`src/hdl/trbq_pkg.sv`:
```
`timescale 1ns / 1ps
// ----------------------------------------------------------------------------
// trbq_pkg
// Shared types and constants for the timed ring buffer with nearest query.
// ----------------------------------------------------------------------------
package trbq_pkg;

    localparam int SLOTS = 32;
    localparam int IDX_W = $clog2(SLOTS);
    localparam int CNT_W = $clog2(SLOTS + 1);

    localparam logic [CNT_W-1:0] SLOTS_CNT = CNT_W'(SLOTS);
    localparam logic [5:0]  OUT_LIMIT      = 6'd32;
    localparam logic [31:0] DEFAULT_WINDOW = 32'd350000;
    localparam logic [5:0]  DEFAULT_CAP    = 6'd32;

    localparam logic [1:0] CMD_PUSH     = 2'd0;
    localparam logic [1:0] CMD_QTIME    = 2'd1;
    localparam logic [1:0] CMD_QVOICE   = 2'd2;

    localparam logic [1:0] KIND_ACK     = 2'd0;
    localparam logic [1:0] KIND_ENTRY   = 2'd1;
    localparam logic [1:0] KIND_NONE    = 2'd2;

    localparam logic REG_WINDOW = 1'b0;
    localparam logic REG_CAP    = 1'b1;

    typedef struct packed {
        logic [1:0]  cmd;
        logic [63:0] time_us;
        logic [31:0] voice;
        logic [63:0] payload;
        logic [31:0] lookback_us;
        logic [31:0] lookahead_us;
        logic [5:0]  max_out;
    } in_t;

    typedef struct packed {
        logic [1:0]  kind;
        logic [63:0] entry_time_us;
        logic [31:0] entry_voice;
        logic [63:0] entry_payload;
        logic        overwrote;
        logic [5:0]  pruned_count;
        logic        last;
    } out_t;

    typedef struct packed {
        logic [63:0] time_us;
        logic [31:0] voice;
        logic [63:0] payload;
    } slot_t;

    typedef struct packed {
        logic [63:0]      gap;
        logic [IDX_W-1:0] idx;
    } cand_t;

    typedef struct packed {
        logic clr;
        logic ins;
        logic shl;
    } cell_ctl_t;

endpackage

```
`src/hdl/trbq_cell.sv`:
```
`timescale 1ns / 1ps
// ----------------------------------------------------------------------------
// trbq_cell
// One cell of the sorted candidate chain: insert from the left, drain left.
// ----------------------------------------------------------------------------
module trbq_cell (
    input  logic               clk,
    input  logic               rst_n,
    input  trbq_pkg::cell_ctl_t ctl,
    input  trbq_pkg::cand_t    new_cand,
    input  logic               left_keep,
    input  trbq_pkg::cand_t    left_cand,
    input  logic               left_valid,
    input  trbq_pkg::cand_t    right_cand,
    input  logic               right_valid,
    output trbq_pkg::cand_t    cand,
    output logic               valid,
    output logic               keep
);

    trbq_pkg::cand_t cand_reg, cand_next;
    logic            valid_reg, valid_next;

    // equal gaps stay ahead of the newcomer: ties go oldest first
    assign keep  = valid_reg && (cand_reg.gap <= new_cand.gap);
    assign cand  = cand_reg;
    assign valid = valid_reg;

    always_comb
    begin
        cand_next  = cand_reg;
        valid_next = valid_reg;
        priority if (ctl.clr)
        begin
            valid_next = 1'b0;
        end
        else if (ctl.ins)
        begin
            if (!keep)
            begin
                if (left_keep)
                begin
                    cand_next  = new_cand;
                    valid_next = 1'b1;
                end
                else
                begin
                    cand_next  = left_cand;
                    valid_next = left_valid;
                end
            end
        end
        else if (ctl.shl)
        begin
            cand_next  = right_cand;
            valid_next = right_valid;
        end
    end

    always_ff @(posedge clk or negedge rst_n)
    begin
        if (!rst_n)
        begin
            valid_reg <= 1'b0;
        end
        else
        begin
            valid_reg <= valid_next;
        end
    end

    always_ff @(posedge clk)
    begin
        cand_reg <= cand_next;
    end

endmodule

```
`config.mk`:
```
export PLATFORM = sky130hd
export DESIGN_NAME = trbq_cell
export DESIGN_NICKNAME = d
export VERILOG_FILES = /design/src/hdl/trbq_pkg.sv /design/src/hdl/trbq_cell.sv
export SDC_FILE = /design/constraint.sdc
export NUM_CORES = 1
export LEC_CHECK = 0
export ABC_AREA = 1
export BUFFER_PORTS_ARGS = -buffer_cell sky130_fd_sc_hd__buf_2
export CORE_MARGIN = 4
export CORE_UTILIZATION = 30
export CTS_BUF_LIST = sky130_fd_sc_hd__clkbuf_4
export CTS_CLUSTER_SIZE = 30
export DETAILED_ROUTE_END_ITERATION = 8
export GPL_TIMING_DRIVEN = 0
export PLACE_DENSITY = 0.67
export RECOVER_POWER = 100
export SLEW_MARGIN = 20
export SYNTH_ARGS = -nofsm -noshare
export SYNTH_HDL_FRONTEND = slang
export SYNTH_SLANG_ARGS = --single-unit
export TNS_END_PERCENT = 50
```
`constraint.sdc`:
```
create_clock -name clk -period 3.4 [get_ports clk]
set_clock_uncertainty 0.15 [all_clocks]
set_input_delay 0.51 -clock clk [delete_from_list [all_inputs] [get_ports clk]]
set_output_delay 0.51 -clock clk [all_outputs]
set_load 0.05 [all_outputs]
```
Word-level counts from Yosys, hierarchy flattened. Index checks and enable logic that the tools add are counted.

$lt $le $gt $ge: 1. Equal/unequal tests: 2. Mux-type cells: 9. Bitwise gates (word level): 1. Reduce and logical (&&, ||, !) cells: 5.

Operators by type and width (count): 69-bit 2-to-1 mux (4); 64-bit less-or-equal comparator (1); 1-bit 2-to-1 mux (5); 3-bit by 2-bit inequality test with 1-bit output, second input constant (1); 3-bit AND reduction (1); 3-bit nonzero test (1); 2-bit inequality test, second input constant (1); 2-bit AND reduction (1); 2-bit nonzero test (1); 1-bit logical AND (1); 1-bit inverter (1).

Bits in registers: 70. Input bits: 215. Output and inout port bits: 71.

Depth between registers and ports, before layout.
Depth after elaboration: 5. Mapped depth: 18. Gate-level depth less buffers: 18.

Worst setup path before layout. OpenSTA, ideal clock, no wires.

Path kind: register to register. Start point: register cand_reg, in the netlist cand[36]. End point: register cand_reg, in the netlist cand[0] (enable). Setup time: 423 ps. Data arrival time: 3139 ps. Slack: -312 ps. Stages on the path, launching flop included: 16. Path buffers: 0. Clock period less this slack: 3712 ps. Path through: edfxtp_1 ha_1 nand2_1 inv_2 nand2_4 nor2_4 nand2_2 nor2_2 nand2_1 nand2_1 o21bai_1 nand2_1 nand2_1 nand3_2 nand2_1 inv_1.

Cells in the longest elaborated chain, start to end: 4.

RTL lines: start: declaration (RTL line trbq_cell.sv:21) `trbq_pkg::cand_t cand_reg, cand_next;`; start signal: assignment (RTL line trbq_cell.sv:74) `cand_reg <= cand_next;`; 64-bit less-or-equal comparator (RTL line trbq_cell.sv:25) `assign keep = valid_reg && (cand_reg.gap <= new_cand.gap);`; 1-bit logical AND (RTL line trbq_cell.sv:25); 2-bit inequality test (no line); 3-bit AND reduction (no line).

Every way passes these cells. A chain may end at the register's enable or synchronous reset.

Worst setup path after layout.
Start point: register cand_reg, in the netlist cand[44]. End point: output keep.

Cells in the longest elaborated chain, start to end: 2.

RTL lines: 64-bit less-or-equal comparator (RTL line trbq_cell.sv:25); 1-bit logical AND (RTL line trbq_cell.sv:25); end: declaration (RTL line trbq_cell.sv:18) `output logic keep`.

Every way passes these cells.

==> impl_metrics.tcl <==
set metrics [dict create \
    outcome "complete, no violations" \
    cp.required_ns 2.74 \
    routabilityCongestion 0.856 \
    ant_nets 0 \
    fmax_mhz 321 \
    fp.dieW_um 141 \
    final_util 0.410 \
    yosys-top-cells-area "edfxtp_1 (39%), ha_1 (15%), o21ai_0 (13%)" \
    hold_path_depth 3 \
    maxSlewViolCount 0 \
    cts_sinks 70 \
    clk_pin_slew_ns 0.14 \
    numCtsBuffers 9 \
    leakage_uw 0.00353 \
    drt_iter0_markers 380 \
    drc 0 \
    cp.arrival_ns 2.45 \
    worstPathMaxFanout 3 \
    finalCriticalPeriod_ns 3.11 \
    hold_end "cand[50]" \
    ff2ff_setup_slack_ns 0.30 \
    ys_seq_area_frac 0.394 \
    num_vias 5674 \
    dieArea_sq_um 19900 \
    start_util 0.307 \
    grt_pass1_wl_um 27600 \
    ys_warn_count 0 \
    cts_tree "yes" \
    cts_htree_levels 3 \
    rr_startpoint "cand[52]" \
    nNetsFinal 1270 \
    ys_ff_latch 70 \
    r2r_end "cand[31]" \
    rr_worst_depth 13 \
    hold_viol 0 \
    rsz0062_at_grt "false" \
    hold_start "right_cand[50]" \
    ir_worst_vdd_mv 0.204 \
    grt-ovfl-total 0 \
    syn_to_final_growth_pct 33.7 \
    hold_path.class "in2reg" \
    synth.net_count 973 \
    crit_type "reg2out" \
    synth_cells 694 \
    cp-end-kind "primary output" \
    finalSetupViolations 0 \
    rows 48 \
    cts-root-buf "clkbuf_4" \
    power.total_uw 2520 \
    post_drt_via_cell_ratio 4.65 \
    largest_reg_flops 69 \
    firstDrtPassIters 5 \
    synth_top_cell_area_share 0.389 \
    avgSynthCellArea_sq_um 7.67 \
    avgRoutedWirePerCell_um 14.7 \
    synth_top_cell_by_area "edfxtp_1" \
    die_y_um 141 \
    maxCapViolCount 0 \
    track_usage 0.173 \
    relSlewSlack 0.561 \
    port-buffer-count 283 \
    ys_types 27 \
    dp_cells 1204 \
    antenna_found_initial 2 \
    powerDensity_nw_per_um2 355 \
    fin_cells 1221 \
    clkLatencyLatePin_ns 0.44 \
    timing.hold.ws_ns 0.187 \
    layout-drive-gt1-share 0.248 \
    core_sq_um 17400 \
    dp_hpwl_um 14700 \
    fin_crit_sh 0.915 \
    syn-cell-area_sq_um 5320 \
    start_kind "flop" \
    grt_pass1_vias 5509 \
    cts_setup_buffers 0 \
    ios 286 \
    wirelength_um 18000 \
    worst_pin_slew_ns 0.662 \
    clock_path_buffers 2 \
    grt_max_degree 33 \
]
==> repair_timing <==
item | 4_1_cts | 5_1_grt
endpoints found under the setup margin | 1 | 1
hold buffers | 1 | 0
cloned | 0 | 0
resized for setup | 1 | 1
endpoints found under the hold margin | 1 | 0
pin swaps | 0 | 1
==> critical path: stages, from the launching register on <==
cell and delay, ns:
edfxtp_1 0.43, ha_1 0.31, nand2_1 0.08, nor2_2 0.19
nand3_1 0.12, nor3b_2 0.28, nand4_1 0.16, a21oi_1 0.21
clkbuf_4 0.26
==> power by group <==
| group | switching (uW) | internal (uW) | leakage, uW |
|---|---|---|---|
| clock | 337 | 292 | 0.0000740 |
| combinational | 562 | 258 | 0.00278 |
| sequential | 38.1 | 1040 | 0.000676 |
| total | 936 | 1590 | 0.00353 |
==> area by class of cell <==
class                   instances  area [sq um]
inverters                      92           347
well taps                     225           282
diodes                          1          2.50
clock buffers                   9          67.6
flip-flops and latches         70          2100
repair buffers                286          1360
multi-input cells             502          2760
clock inverters                 6          87.6
plain buffers                  30           116
fillers                      1862         10200
==> cells in the mapped netlist <==
cell and count:
a21o_1 4, a21oi_1 26, and3_1 1, buf_2 2, buf_4 1, clkbuf_1 27
dfrtp_1 1, edfxtp_1 69, ha_1 64, inv_1 86, inv_2 6, nand2_1 151
nand2_2 2, nand2_4 1, nand3_1 8, nand3_2 1, nand4_1 3, nand4_4 1
nor2_1 87, nor2_2 5, nor2_4 1, nor3_1 1, nor3b_1 1, o21a_1 1
o21ai_0 133, o21ai_1 10, o21bai_1 1
==> worst max-delay path by stage <==
stage	start	end	cells past startpoint
after floorplan	cand[32]	cand[0]	11
after global placement	new_cand[52]	cand[35]	12
after CTS	cand[52]	keep	8
after global routing	cand[52]	cand[31]	13
after detailed placement	new_cand[52]	cand[23]	13
final	cand[44]	keep	8
==> stage by stage <==
stage	cell area (sq um)	setup WS [ns]	setup TNS, ns
CTS	7230	0.146	0
floorplan	5330	0.0354	0
global placement	7020	-1.04	-71.14
global route	7110	0.0171	0
detailed placement	7060	0.216	0
finish	7110	0.288	0
==> cells in the final DEF (no fill, tap or decap), drive strengths merged <==
cell	instances
dlygate4sd3	1
nand2	154
clkinvlp	4
o21a	1
buf	213
and3	1
nor3b	1
edfxtp	69
nor3	1
diode	1
ha	64
nand3	9
clkbuf	111
clkinv	1
o21bai	1
o21ai	143
nand4	4
bufinv	2
a21oi	26
inv	91
a21o	4
nor2	93
dfrtp	1
==> routing by layer <==
layer	vias up	share of wire	GRT usage
li1	2897	-	-
met1	2540	0.42	0.217
met2	213	0.49	0.296
met3	22	0.075	0.0465
met4	2	0.016	0.0464
met5	-	0.00039	0
==> cell families (layout without fill, tap and decap cells) <==
kind of cell / count (synthesis) / count (layout) / share of synthesized area
AND/OR/NAND/NOR: 263 / 263 / 0.201
AO/OA/AOI/OAI: 175 / 175 / 0.167
buffers and inverters: 122 / 423 / 0.0872
flip-flops: 70 / 70 / 0.394
adder cells (fa/ha/maj): 64 / 64 / 0.150
other: 0 / 1 / 0
(Power assumes the default switching activity.)
