File: src/hdl/trbq_ram.sv
`timescale 1ns / 1ps
// ----------------------------------------------------------------------------
// trbq_ram
// Generic single-write, single-read RAM with registered read data.
// ----------------------------------------------------------------------------
module trbq_ram #(
    parameter int WIDTH = 8,
    parameter int DEPTH = 16
) (
    input  logic                     clk,
    input  logic                     we,
    input  logic [$clog2(DEPTH)-1:0] waddr,
    input  logic [WIDTH-1:0]         wdata,
    input  logic [$clog2(DEPTH)-1:0] raddr,
    output logic [WIDTH-1:0]         rdata
);

    logic [WIDTH-1:0] mem [DEPTH];

    always_ff @(posedge clk)
    begin
        if (we)
        begin
            mem[waddr] <= wdata;
        end
        rdata <= mem[raddr];
    end

endmodule

File: config.mk
export PLATFORM = sky130hd
export DESIGN_NAME = trbq_ram
export DESIGN_NICKNAME = d
export VERILOG_FILES = /design/src/hdl/trbq_ram.sv
export SDC_FILE = /design/constraint.sdc
export NUM_CORES = 1
export LEC_CHECK = 0
export BUFFER_PORTS_ARGS = -buffer_cell sky130_fd_sc_hd__buf_2
export CORE_MARGIN = 3
export CORE_UTILIZATION = 55
export DETAILED_ROUTE_END_ITERATION = 7
export PLACE_DENSITY = 0.73
export SLEW_MARGIN = 20
export SYNTH_ARGS = -nofsm -noshare
export SYNTH_HDL_FRONTEND = slang
export SYNTH_SLANG_ARGS = --single-unit
export TNS_END_PERCENT = 50
File: constraint.sdc
create_clock -name clk -period 2.7 [get_ports clk]
set_input_delay 0.54 -clock clk [delete_from_list [all_inputs] [get_ports clk]]
set_output_delay 0.54 -clock clk [all_outputs]
set_load 0.1 [all_outputs]
# Word level (Yosys, flattened, before mapping)
# Memories as Yosys holds them, arrays and structs flattened. A register that Yosys moved wholly into a read port is not among the register bits.
# Index checks and enable logic that the tools add are counted.
[op_classes] mux=2
[op_table] operator="2-to-1 mux 1 bit" n=2
[word_totals] register_bits=0 output_inout_bits=8 memories=1 ramBits=128
[memory_table] memory="mem" words=16 word_bits=8 read_ports=1 rd_ports_with_merged_regs=1 write_ports=1 line_no="18" rtl="logic [WIDTH-1:0] mem [DEPTH];"

# Longest topological paths before layout
# Gate-level depths: netlist of run 1.
[logic_depth] ltp_word=2 ltp_mapped=5

# Least setup slack after synthesis of run 1
# OpenSTA, ideal clock, no wires.
[synth_path] path_type="input to register" start="input port waddr[2]" end="memory mem[0][0], enable pin" t_required_ns=2.317 setup_ns=0.383 setup_slack_ns=0.667 t_arrival_ns=1.650 path_stages=2 path_cell_list="or3b_2 -> nor3_1"
[synth_lines] item="from (decl)" line_no="12" rtl="input logic [$clog2(DEPTH)-1:0] waddr,"
[synth_lines] item="to (decl)" line_no="18"
# Straight into the memory's write port.

# Final worst setup path of run 1
[layout_path] start="register rdata[7] (read register of mem)" end="output port rdata[7]"
[layout_lines] item="from (decl)" line_no="15" rtl="output logic [WIDTH-1:0] rdata"
# No word-level cell between the ends.

==> results of run 1 <==
==> per-stage QoR <==
step                      hold slack (ns)  cells  instance area (um^2)
after floorplan                     0.629    229                  5150
after global placement              0.650    369                  5470
after detailed placement            0.661    369                  5470
after CTS                           0.376    401                  6170
after global routing                0.386    401                  6170
final                               0.400    401                  6170
==> flip-flops by register name, summed over array words and instances (netlist names) <==
register	cells
mem	128
rdata	8
==> cell usage after synthesis <==
cell and instances:
edfxtp_1 128, mux4_2 18, a22oi_1 16, mux4_1 14
nor2_1 13, nand2_1 9, dfxtp_1 8, nor3_1 4
buf_2 3, buf_6 3, clkdlybuf4s25_2 3, nand2b_1 2
nand3b_1 2, and2_1 1, and2b_1 1, buf_4 1
nand3_1 1, nor2b_1 1, or3b_2 1
==> area by class of cell <==
| type | count | area (um^2) | area share, % |
|---|---|---|---|
| multi-input combinational | 83 | 1060 | 17.1 |
| clock inverter | 14 | 277 | 4.48 |
| sequential | 136 | 4000 | 64.9 |
| timing repair buffer | 42 | 278 | 4.50 |
| tap | 108 | 135 | 2.19 |
| clock buffer | 18 | 418 | 6.77 |
==> power groups by stage <==
stage / clock network [uW] / registers, uW / logic [uW]
floorplan: 0 / 2520 / 120
global placement: 0 / 2410 / 312
detailed placement: 0 / 2420 / 317
CTS: 2720 / 2370 / 320
global route: 2810 / 2380 / 336
finish: 2690 / 2370 / 317
==> layout by cell type, fill, tap and decap left out <==
master	count
nand2b_1	2
nand3b_1	2
or3b_2	1
bufinv_16	8
nor3_1	4
nor2b_1	1
edfxtp_1	128
mux4_2	18
buf_4	15
buf_12	2
a22oi_1	16
nand2_1	9
nor2_1	13
nand3_1	1
dfxtp_1	8
clkinv_4	2
clkbuf_8	1
clkinv_2	3
clkbuf_1	1
clkinv_1	1
clkbuf_16	16
mux4_1	14
and2b_1	1
and2_1	1
buf_2	25
==> per-layer routing <==
metal | GRT usage, % | vias to the layer above | routed length, um
li1 | - | 1079 | -
met3 | 6.36 | 11 | 735
met4 | 7.67 | 0 | 137
met5 | 0 | - | 0
met2 | 32.5 | 102 | 4780
met1 | 28.5 | 1279 | 4060
==> final timing paths <==
path,start,to,slack [ns],cells past startpoint
max,rdata[7],rdata[7],0.88,1
min,wdata[6],mem[6][6],0.40,1
max reg2reg,mem[9][4],rdata[4],1.34,3
min reg2reg,mem[14][5],rdata[5],0.67,3
==> logic make-up after synthesis <==
kind of cell           Yosys count  share of synthesized area [%]
multiplexers                    32                           15.0
flip-flops                     136                           77.8
AND/OR/NAND/NOR                 35                           3.18
buffers and inverters           10                           1.68
AO/OA/AOI/OAI                   16                           2.33
==> results.sh, run 1 <==
export IMPL_finalWirelength_um=9710
export IMPL_clockRootBuffer="clkbuf_8"
export IMPL_max_cap_viol_count=0
export IMPL_aggregate_negative_setup_slack_ns=0
export IMPL_post_route_min_period_ns=1.82
export IMPL_ioPinCount=26
export IMPL_status="finished, final reports clean"
export IMPL_sequentialPowerShare_pct=44.1
export IMPL_timing_worst_slew_pin_value_ns=0.769
export IMPL_post_synth_num_cell_types=19
export IMPL_intPower_uw=4320
export IMPL_library_cell_occupying_the_most_area_in_the_post_synthesis_netlist="edfxtp_1"
export IMPL_timing_critical_path_buf_inv=1
export IMPL_dieHeight_um=103
export IMPL_globalRoute_totalOverflow=0
export IMPL_synth_seq_area_share_pct=77.8
export IMPL_grt_max_degree=33
export IMPL_io_buffers=25
export IMPL_clkSinkCount=136
export IMPL_cts_made_buffers=17
export IMPL_clock_power_share_pct=50.0
export IMPL_final_layout_size_suffix_gt1_share_pct=31.1
export IMPL_setup_crit_start_kind="register"
export IMPL_cts_setup_buffers=0
export IMPL_worst_setup_path_type="register to output port"
export IMPL_avg_vias_per_cell=6.16
export IMPL_first_global_vias=2511
export IMPL_setup_ws_ns=0.879
export IMPL_worstSetupEndpointType="output port"
export IMPL_clock_latency_ns=0.52
export IMPL_place_hpwl_um=5600
export IMPL_critical_path_slowest_cell="buf_2"
export IMPL_yosys_warnings=0
export IMPL_drt_wirelength_per_cell_um=24.2
export IMPL_postSynthAreaPerCell_um2=22.5
export IMPL_setup_repair_after_global_routing_missed_its_margin="false"
export IMPL_area_growth_pct=19.8
export IMPL_worst_path_largest_cell_delay_ns=0.43
export IMPL_fin_crit_sh_pct=67.5
export IMPL_total_power_uw=5380
export IMPL_cts_resized=0
export IMPL_critPathArrivalTime_ns=1.28
export IMPL_leakage_power_uw=0.00213
export IMPL_synth_nets=247
export IMPL_starting_density_of_the_core_pct=57.9
export IMPL_clk_pin_slew_worst_paths_ns=0.06
export IMPL_finalCoreUtilization_pct=69.4
export IMPL_cell_class_contributing_the_biggest_share_of_worst_path_delay="buffers and inverters"
export IMPL_maxSlewViolCount=0
export IMPL_tritoncts="yes"
export IMPL_post_synthesis_instance_area_um2=5150
export IMPL_worstHoldPathType="input port to register"
export IMPL_area_of_the_die_um2=10600
export IMPL_path_max_fanout=1
export IMPL_track_usage_pct=20.9
export IMPL_ant_nets=0
export IMPL_comb_power_share_pct=5.9
export IMPL_dp_worst_setup_slack_ns=0.706
export IMPL_n_fill_cell=534
export IMPL_post_synth_main_area_contributors="edfxtp_1, mux4_2, mux4_1"
export IMPL_power_density_nw_per_um2=872
export IMPL_antenna_found_initial=0
export IMPL_path_cells="buf_2"
export IMPL_die_width_um=103
export IMPL_cts_buffer_depth=2
export IMPL_detail_route_drc_violations=0
export IMPL_final_setup_skew_ns=0.00803
export IMPL_htreeDepth=4
export IMPL_placement_rows=34
export IMPL_syn_inst=229
export IMPL_switchingPower_uw=1060
export IMPL_slew_limit_headroom_pct=48.6
export IMPL_cp_data_required_time_ns=2.16
export IMPL_grt_pass1_wl_um=14900
export IMPL_ys_ff_latch=136
export IMPL_dr_first_iter_drc_count=262
export IMPL_switching_share_pct=19.7
export IMPL_place_gp_congestion=0.785
export IMPL_final_net_count=298
export IMPL_cts_hold_buffers_added=0
export IMPL_via_count=2471
export IMPL_timing_fmax_mhz=549
export IMPL_ir_worst_vdd_mv=0.524
export IMPL_insertedDiodeCount=0
export IMPL_yosys_area_top_type_share_pct=74.7
export IMPL_drt_pass1_iterations=4
export IMPL_placeable_core_region_um2=8890
export IMPL_timing_final_setup_violations=0
export IMPL_number_of_hold_slack_violations_in_the_final_timing_report=0
(Power assumes the default switching activity.)
==> inputs of run 2 (changes only) <==
==> constraint.sdc (replaced) <==
create_clock -name clk -period 1.69 [get_ports clk]
set_input_delay 0.338 -clock clk [delete_from_list [all_inputs] [get_ports clk]]
set_output_delay 0.338 -clock clk [all_outputs]
set_load 0.1 [all_outputs]
==> run 2 against run 1 <==
Total power grew 49%. Largest power group is now registers. Highest routed layer unchanged. Flip-flop and latch count unchanged. First-iteration DRC count increased by 0.38%. Register-to-register slack worse by 1.0 ns. Count of clock-buffer cells in the layout is 1 lower. Setup slack got worse by 0.81 ns. Non-clock buffer count grew 3.
==> results.sh, run 2 (synthesis results as in run 1) <==
export IMPL_status="finished, final reports clean"
export IMPL_largest_register_ff_count=128
export IMPL_timing_fmax_mhz=618
export IMPL_die_width_um=103
export IMPL_setup_ws_ns=0.0710
export IMPL_avg_vias_per_cell=6.21
export IMPL_place_gp_congestion=0.743
export IMPL_drt_wirelength_per_cell_um=24.4
export IMPL_path_max_fanout=1
export IMPL_clock_latency_ns=0.51
export IMPL_timing_final_setup_violations=0
export IMPL_drt_pass1_iterations=4
export IMPL_worst_path_largest_cell_delay_ns=0.44
export IMPL_leakage_power_uw=0.00210
export IMPL_ir_worst_vdd_mv=0.795
export IMPL_final_seq_area_um2=4000
export IMPL_antenna_found_initial=0
export IMPL_io_buffers=25
export IMPL_track_usage_pct=21.0
export IMPL_stdcell_area_um2=6120
export IMPL_number_of_hold_slack_violations_in_the_final_timing_report=0
export IMPL_maxSlewViolCount=0
export IMPL_leading_cell_type_in_the_layout_fill_and_taps_excluded="edfxtp_1"
export IMPL_placeable_core_region_um2=8890
export IMPL_worstHoldPathType="input port to register"
export IMPL_globalRoute_totalOverflow=0
export IMPL_slew_limit_headroom_pct=48.9
export IMPL_clk_pin_slew_worst_paths_ns=0.06
export IMPL_finalWirelength_um=9880
export IMPL_worstSetupEndpointType="output port"
export IMPL_final_layout_size_suffix_gt1_share_pct=32.4
export IMPL_top_register_by_number_of_flip_flops="mem"
export IMPL_final_setup_skew_ns=0.00779
export IMPL_cts_made_buffers=17
export IMPL_postPlaceCellArea_um2=5510
export IMPL_dr_first_iter_drc_count=263
export IMPL_post_route_min_period_ns=1.62
export IMPL_placement_rows=34
export IMPL_cts_hold_buffers_added=0
export IMPL_area_of_the_die_um2=10600
export IMPL_path_cells="buf_2"
export IMPL_starting_density_of_the_core_pct=57.9
export IMPL_htreeDepth=4
export IMPL_cts_buffer_depth=2
export IMPL_cell_class_contributing_the_biggest_share_of_worst_path_delay="buffers and inverters"
export IMPL_n_fill_cell=540
export IMPL_layout_common_cells="edfxtp_1, buf_2, mux4_2, buf_4"
export IMPL_first_global_vias=2652
export IMPL_cp_data_required_time_ns=1.35
export IMPL_fin_crit_sh_pct=95.8
export IMPL_place_hpwl_um=6000
export IMPL_critical_path_slowest_cell="buf_2"
export IMPL_cts_setup_buffers=0
export IMPL_dieHeight_um=103
export IMPL_clkSinkCount=136
export IMPL_setup_crit_start_kind="register"
export IMPL_power_density_nw_per_um2=1310
export IMPL_final_net_count=301
export IMPL_detail_route_drc_violations=0
export IMPL_area_growth_pct=18.8
export IMPL_clockRootBuffer="clkbuf_8"
export IMPL_grt_pass1_wl_um=15100
export IMPL_timing_worst_slew_pin_value_ns=0.765
export IMPL_worst_setup_path_type="register to output port"
export IMPL_timing_critical_path_buf_inv=1
export IMPL_dp_worst_setup_slack_ns=-0.0669
export IMPL_insertedDiodeCount=0
export IMPL_grt_max_degree=27
export IMPL_max_cap_viol_count=0
export IMPL_critPathArrivalTime_ns=1.28
export IMPL_setup_repair_after_global_routing_missed_its_margin="false"
export IMPL_multi_input_area_um2=1060
export IMPL_largestRegisters="mem x128, rdata x8"
export IMPL_tritoncts="yes"
export IMPL_ant_nets=0
export IMPL_ioPinCount=26
export IMPL_finalCoreUtilization_pct=68.8
export IMPL_finalHoldWorstSlack_ns=0.210
export IMPL_via_count=2510
-- run 2: cell count changes in the layout (fill, tap and decap cells not counted), sizes merged --
cell | before | now
bufinv | 8 | 3
buf | 42 | 44
clkinvlp | 0 | 2
inv | 0 | 8
clkinv | 6 | 2
-- run 2: path summary, 6_finish.rpt --
check,startpoint,endpoint,slack (ns),depth (start not counted)
worst min-delay path,wdata[3],mem[12][3],0.21,1
worst min register to register,mem[6][4],rdata[4],0.69,3
worst max register to register,mem[2][5],rdata[5],0.32,3
worst max-delay path,rdata[7],rdata[7],0.07,1
-- run 2: layer usage --
layer  up-vias  global-route usage, %  share of wire [%]
met3        16                   5.48                5.4
li1       1083                      -                  -
met4         0                   8.76                2.1
met5         -                      0                  0
met2        80                   33.5                 51
met1      1331                   27.9                 41
-- run 2: report_power, final --
group / switching, uW / internal, uW
registers: 25.7 / 3770
clock network: 1430 / 2280
logic: 357 / 160
total: 1810 / 6210
-- run 2: metrics by stage --
| step | setup TNS [ns] | power, uW | cells |
|---|---|---|---|
| finish | 0 | 8020 | 404 |
| detailed placement | -0.148 | 4380 | 372 |
| floorplan | 0 | 4210 | 229 |
| CTS | 0 | 8080 | 404 |
| global placement | -0.141 | 4370 | 372 |
| global route | 0 | 8240 | 404 |
-- run 2: repair_timing --
item                       CTS  global route
gates cloned                 0             0
resized for setup            1             1
setup endpoints to repair    1             1
-- run 2: area by class of cell --
class                   instances  share of cell area [%]
flip-flops and latches        136                    65.5
multi-input cells              83                    17.4
clock buffers                  17                    6.77
repair buffers                 45                    5.20
clock inverters                15                    3.01
well taps                     108                    2.21
-- run 2: worst register-to-register path: stages (launching register included) --
cell	delay (ns)
edfxtp_1	0.39
mux4_1	0.52
a22oi_1	0.27
nand2_1	0.08
